===== src/hw/rtl/skt_pkg.sv =====
// ---------------------------------------------------------------------------
// skt_pkg
// Shared types and constants for the sorted key table: request and result
// structures, request and status codes, controller states and datapath ops.
// ---------------------------------------------------------------------------
package skt_pkg;

  // table depth and derived widths
  localparam int DEPTH = 64;
  localparam int CNT_W = $clog2(DEPTH + 1);
  localparam int IDX_W = (DEPTH > 1) ? $clog2(DEPTH) : 1;

  // request type codes
  localparam logic [1:0] REQ_INSERT = 2'd0;
  localparam logic [1:0] REQ_REMOVE = 2'd1;
  localparam logic [1:0] REQ_DUMP   = 2'd2;

  // result status codes
  localparam logic [2:0] STS_DONE      = 3'd0;
  localparam logic [2:0] STS_FULL      = 3'd1;
  localparam logic [2:0] STS_NOT_FOUND = 3'd2;
  localparam logic [2:0] STS_LISTED    = 3'd3;
  localparam logic [2:0] STS_EMPTY     = 3'd4;

  typedef struct packed {
    logic [1:0]         req_type;
    logic signed [31:0] req_key;
    logic [31:0]        req_payload;
  } skt_req_t;

  typedef struct packed {
    logic [2:0]         status;
    logic signed [31:0] out_key;
    logic [31:0]        out_payload;
    logic               last;
  } skt_res_t;

  typedef enum logic [1:0] {
    S_IDLE,
    S_EXEC,
    S_DUMP
  } skt_state_t;

  typedef enum logic [2:0] {
    OP_NONE,
    OP_INSERT,
    OP_REMOVE,
    OP_EMPTY,
    OP_LIST,
    OP_NOP
  } skt_op_t;

  // controller to datapath
  typedef struct packed {
    logic    load;
    skt_op_t op;
  } skt_cmd_t;

  // datapath to controller
  typedef struct packed {
    logic [1:0] req_type;
    logic       count_zero;
    logic       list_last;
  } skt_stat_t;

endpackage


===== src/hw/rtl/skt_ctrl.sv =====
// ---------------------------------------------------------------------------
// skt_ctrl
// Request sequencer: takes a request, runs the single table operation or
// steps a dump through every entry, and raises busy while at work.
// ---------------------------------------------------------------------------
module skt_ctrl (
  input  logic                clk,
  input  logic                rst_n,
  input  logic                start,
  input  skt_pkg::skt_stat_t  stat,
  output skt_pkg::skt_cmd_t   cmd,
  output logic                busy
);
  import skt_pkg::*;

  skt_state_t state_r, state_nxt;

  // state register
  always_ff @(posedge clk) begin
    if (!rst_n) begin
      state_r <= S_IDLE;
    end else begin
      state_r <= state_nxt;
    end
  end

  // next state and commands
  always_comb begin
    state_nxt = state_r;
    cmd.load  = 1'b0;
    cmd.op    = OP_NONE;
    busy      = 1'b1;
    unique case (state_r)
      S_IDLE: begin
        busy = 1'b0;
        if (start) begin
          cmd.load  = 1'b1;
          state_nxt = S_EXEC;
        end
      end
      S_EXEC: begin
        state_nxt = S_IDLE;
        unique case (stat.req_type)
          REQ_INSERT: cmd.op = OP_INSERT;
          REQ_REMOVE: cmd.op = OP_REMOVE;
          REQ_DUMP: begin
            if (stat.count_zero) begin
              cmd.op = OP_EMPTY;
            end else begin
              cmd.op = OP_LIST;
              if (!stat.list_last) state_nxt = S_DUMP;
            end
          end
          default: cmd.op = OP_NOP;
        endcase
      end
      S_DUMP: begin
        cmd.op = OP_LIST;
        if (stat.list_last) state_nxt = S_IDLE;
      end
      default: state_nxt = S_IDLE;
    endcase
  end

endmodule


===== config.mk =====
export PLATFORM = sky130hd
export DESIGN_NAME = skt_ctrl
export DESIGN_NICKNAME = d
export VERILOG_FILES = /design/src/hw/rtl/skt_pkg.sv /design/src/hw/rtl/skt_ctrl.sv
export SDC_FILE = /design/constraint.sdc
export NUM_CORES = 1
export LEC_CHECK = 0
export ABC_AREA = 1
export BUFFER_PORTS_ARGS = -buffer_cell sky130_fd_sc_hd__buf_2
export CAP_MARGIN = 20
export CORE_AREA = 4 4 41 43
export CTS_CLUSTER_SIZE = 30
export DETAILED_ROUTE_END_ITERATION = 8
export DIE_AREA = 0 0 45 47
export PLACE_DENSITY = 0.39
export SYNTH_ARGS = -nofsm -noshare
export SYNTH_HDL_FRONTEND = slang
export SYNTH_SLANG_ARGS = --single-unit

===== constraint.sdc =====
create_clock -name clk -period 1.8 [get_ports clk]
set_input_delay 0.18 -clock clk [delete_from_list [all_inputs] [get_ports clk]]
set_output_delay 0.18 -clock clk [all_outputs]
set_load 0.01 [all_outputs]

==> results of run 1 <==
==> report_power, final <==
| group | total, mW | internal (mW) | switching, mW |
|---|---|---|---|
| sequential | 0.0490 | 0.0475 | 0.00149 |
| clock | 0.0975 | 0.0734 | 0.0241 |
| combinational | 0.0571 | 0.0246 | 0.0325 |
==> final cells by class <==
type                    instances  area share (%)
clock buffers                   3            6.98
repair buffers                 11            17.1
inverters                      10            11.6
multi-input cells              24            46.1
well taps                      15            5.81
flip-flops and latches          2            12.4
==> worst max-delay path by stage <==
stage,startpoint,to,slack [ns],cells past startpoint
floorplan,state_r[1],cmd[1],0.69,4
global placement,state_r[1],cmd[2],0.55,6
detailed placement,state_r[1],cmd[2],0.56,6
CTS,state_r[1],cmd[2],0.32,6
global route,state_r[1],cmd[2],0.17,6
finish,state_r[1],cmd[2],0.34,6
==> cell usage after synthesis <==
cell     instances
a21oi_1          3
a21oi_2          1
and3_1           1
dfxtp_1          2
ha_1             4
inv_1            9
inv_2            1
nand2_1          8
nand2_2          1
nand3_1          2
nor2_1           1
o21a_1           1
o21ai_0          1
or2_1            1
==> layer usage <==
layer,GRT usage [%],vias up,wire (um)
met3,2.30,0,40
li1,-,137,-
met2,6.78,7,216
met1,7.24,93,244
met5,0,-,0
met4,8.77,0,0
==> stage by stage <==
stage	utilization, %	cell area [sq um]	instances
after floorplan	-	226	36
after global placement	23.1	300	62
after detailed placement	23.1	300	62
after CTS	24.8	323	65
after global routing	24.8	323	65
final	24.8	323	65
==> critical path: cells and delay by family, from the launching register on <==
| family | cells | cell delay, ns |
|---|---|---|
| fa+ha+maj | 1 | 0.22 |
| buf+inv | 2 | 0.21 |
| compound gates | 2 | 0.20 |
| simple gates | 1 | 0.08 |
| flops | 1 | 0.34 |
==> logic make-up after synthesis <==
family / Yosys count / share of synthesized area (%)
DFF: 2 / 17.7
and+or+nand+nor: 14 / 27.6
AOI/OAI and AO/OA: 6 / 16.0
adders and majority gates: 4 / 22.1
buffers and inverters: 10 / 16.6
==> impl_metrics.ini, run 1 <==
[pwr]
p_leak_nw = 0.189
power_density_nw_per_um2 = 631
power.total_uw = 204
ir_drop_v = 0.000326

[logic_synthesis]
yosysWarningCount = 0
yosysSeqAreaShare_pct = 17.7
synth_area_leaders = ha_1 22%, dfxtp_1 18%, inv_1 15%
syn-instance-count = 36
synth_area_leader_cell = ha_1
netlist_area_sq_um = 226
yosysUniqueCellTypes = 14
ys_seq_elements = 2
syn_nets = 47
netlist.area_leader.share_pct = 22.1
avgSynthCellArea_sq_um = 6.29

[outcome]
status = completed

[cts]
cts.htree.levels = 1
clk_pin_slew_ns = 0.03
cts-buffers-inserted = 3
clock_path_buffers = 2
insertion_delay_ns = 0.22
cts_tree = built
postCtsSetupRepairBufs = 0
postCtsHoldBufs = 0
post_cts_resized = 0
cts_root_buf = clkbuf_4
numClockSinks = 2

[sta]
tightest_slew_ns = 0.146
rsz0062_at_grt = false
setup_viol = 0
fin_tns_setup_ns = 0
finalMaxSlewViolations = 0
setup_ws_ns = 0.343
fin_crit_ns = 1.46
hold_violations = 0
finalCritPeriodShare_pct = 80.9
finalClockSkew_ns = 0.000375
slew_headroom_pct = 90.2
clock.fmax_mhz = 686
holdWs_ns = 0.199

[setup_path]
end_kind = primary output
r2r_cells = 6
cp-start-kind = flop
worst_ep_required_time_ns = 1.62
cp_slowest_cell = dfxtp_1
cp_max_fo = 4
regToRegEndpoint = state_r[0]
cpPeakStageDelay_ns = 0.34
critPathArrivalTime_ns = 1.28
rrSetupSlack_ns = 0.67
path_cells = inv_1, ha_1, nand2_1, a21oi_1, o21a_1, buf_2
critPathKind = reg -> out
r2r_start = state_r[0]

[layout]
multi_input_area_sq_um = 149
fin_nets = 63
drive_gt1_share_pct = 34.0
area_growth_pct = 42.5
reg.largest.list = state_r (2)
largest_reg_flops = 2
largest_register = state_r
mostFrequentLayoutCell = buf_2
final_cell_mix = 11 x buf_2, 9 x inv_1, 8 x nand2_1, 4 x ha_1
fillerInstances = 157
n_antenna_cell = 0
register_area_sq_um = 40.0

[drt]
remaining_drc_errors = 0
drt_iter0_drc = 0
ant_nets = 0
wirelength_um = 501
via_per_inst = 3.65
num_vias = 237
first_pass_iters = 1
wl_per_cell_um = 7.71

[floorplan]
floorplan.initialDensity_pct = 17.4
die_w_um = 45
die_area_sq_um = 2120
die_y_um = 47
num_io_pins = 12
core-area_sq_um = 1300
rows = 13

[min_path]
min-delay-start = rst_n
hold_path.class = in -> reg
whs_path_depth = 3
min_to = state_r[1]

[grt]
grtUsageTotal_pct = 6.07
grt_start_max_net_pins = 5
antenna_found_initial = 0
gr-total-overflow = 0
grt_pass1_wl_um = 814
first_global_vias = 209

[place]
portBuffers = 11
dp_hpwl_um = 418
place_ws_ns = 0.565
place_congestion = 0.666

[flow_run]
cap_violations = 0
Power figures use the tool's default switching activity.
==> run 2, diff against run 1 <==
==> constraint.sdc (replaced) <==
create_clock -name clk -period 1.38 [get_ports clk]
set_input_delay 0.138 -clock clk [delete_from_list [all_inputs] [get_ports clk]]
set_output_delay 0.138 -clock clk [all_outputs]
set_load 0.01 [all_outputs]
==> run 2 against run 1 <==
Effect of this change:
- setup slack lost 0.28 ns
- total power grew 37%
- combinational power grew 53%
- largest cell class unchanged
- highest routed layer unchanged
==> impl_metrics.ini, run 2 (same netlist as run 1, synthesis figures left out) <==
[cts]
postCtsHoldBufs = 0
cts_tree = built
numClockSinks = 2
clk_pin_slew_ns = 0.03
cts_root_buf = clkbuf_4
cts.htree.levels = 1
clock_path_buffers = 2
postCtsSetupRepairBufs = 0
insertion_delay_ns = 0.22
cts-buffers-inserted = 3

[setup_path]
worst_ep_required_time_ns = 1.24
cp-start-kind = flop
end_kind = primary output
critPathKind = reg -> out
cp_max_fo = 4
critPathArrivalTime_ns = 1.18

[layout]
utilization_pct = 28.3
n_antenna_cell = 0
largest_reg_flops = 2
reg.largest.list = state_r (2)
fin_nets = 63
drive_gt1_share_pct = 50.0
largest_register = state_r
mostFrequentLayoutCell = buf_2
area_growth_pct = 62.4
final_cell_mix = 11 x buf_2, 8 x nand2_1, 7 x inv_1, 3 x a21oi_2, 3 x clkbuf_4
fin_cells = 65

[floorplan]
die_y_um = 47
rows = 13
die_w_um = 45
die_area_sq_um = 2120
floorplan.initialDensity_pct = 17.4
num_io_pins = 12
core-area_sq_um = 1300

[sta]
rsz0062_at_grt = false
slew_headroom_pct = 90.9
setup_viol = 0
tightest_slew_ns = 0.135
finalClockSkew_ns = 0.000920
fin_tns_setup_ns = 0
finalCritPeriodShare_pct = 95.3
setup_ws_ns = 0.0652
fin_crit_ns = 1.31
clock.fmax_mhz = 761
finalMaxSlewViolations = 0
hold_violations = 0

[grt]
first_global_vias = 267
grt_start_max_net_pins = 5
antenna_found_initial = 0
grt_pass1_wl_um = 959
grtUsageTotal_pct = 6.79
gr-total-overflow = 0

[pwr]
power_density_nw_per_um2 = 761
pwr-share-comb_pct = 31.3
p_int_uw = 198
ir_drop_v = 0.000309
p_leak_nw = 0.193
swShare_pct = 29.4
p_seq_share_pct = 23.8
power.total_uw = 280
switchingPower_uw = 82.4
power_frac_clock_pct = 45.0

[drt]
via_per_inst = 3.91
remaining_drc_errors = 0
ant_nets = 0
drt_iter0_drc = 1
num_vias = 254
wl_per_cell_um = 8.85
first_pass_iters = 3
wirelength_um = 575

[outcome]
status = completed

[flow_run]
cap_violations = 0

[min_path]
hold_path.class = in -> reg

[place]
place_ws_ns = 0.183
portBuffers = 11
placed_cells = 62
place_congestion = 0.653
dp_hpwl_um = 435
[run 2: layout make-up]
cell class,instances,area [sq um]
Fill cell,159,933
Multi-Input combinational cell,24,181
Timing Repair Buffer,11,55.1
Sequential cell,2,47.5
Inverter,10,42.5
Clock buffer,3,22.5
Tap cell,15,18.8
[run 2: through the flow]
stage,instance area (sq um),hold WS [ns]
after floorplan,226,0.260
after global placement,300,0.377
after detailed placement,300,0.384
after CTS,350,0.136
after global routing,368,0.153
final,368,0.147
[run 2: what timing repair did]
item | in CTS | in global routing
resized for setup | 7 | 6
pin swaps | 1 | 0
endpoints found under the setup margin | 2 | 2
[run 2: final timing paths]
kind | from | to | slack (ns) | depth (start not counted)
worst max-delay path | state_r[1] | cmd[2] | 0.07 | 6
worst min-delay path | rst_n | state_r[1] | 0.15 | 3
worst max register to register | state_r[0] | state_r[0] | 0.29 | 6
worst min register to register | state_r[1] | state_r[1] | 0.52 | 2
[run 2: power groups by stage]
stage / sequential, mW / clock [mW] / combinational, mW
after floorplan: 0.0643 / 0 / 0.0469
after global placement: 0.0649 / 0 / 0.0767
after detailed placement: 0.0646 / 0 / 0.0758
after CTS: 0.0671 / 0.136 / 0.0854
after global routing: 0.0672 / 0.140 / 0.0999
final: 0.0666 / 0.126 / 0.0875
[run 2: critical path: stages (launching register included)]
cell and delay, ns:
dfxtp_4 0.35, inv_4 0.05, ha_4 0.16, nand2_1 0.07
a21oi_2 0.03, o21a_1 0.16, buf_2 0.13
[run 2: per-layer routing]
layer | up-vias | global-route usage [%] | wire length [um] | part of all wire (%)
met5 | - | 0 | 0 | 0
met4 | 0 | 8.77 | 0 | 0
met3 | 0 | 2.30 | 30 | 5.2
met2 | 7 | 9.60 | 272 | 47
met1 | 109 | 7.03 | 273 | 47
li1 | 138 | - | - | -
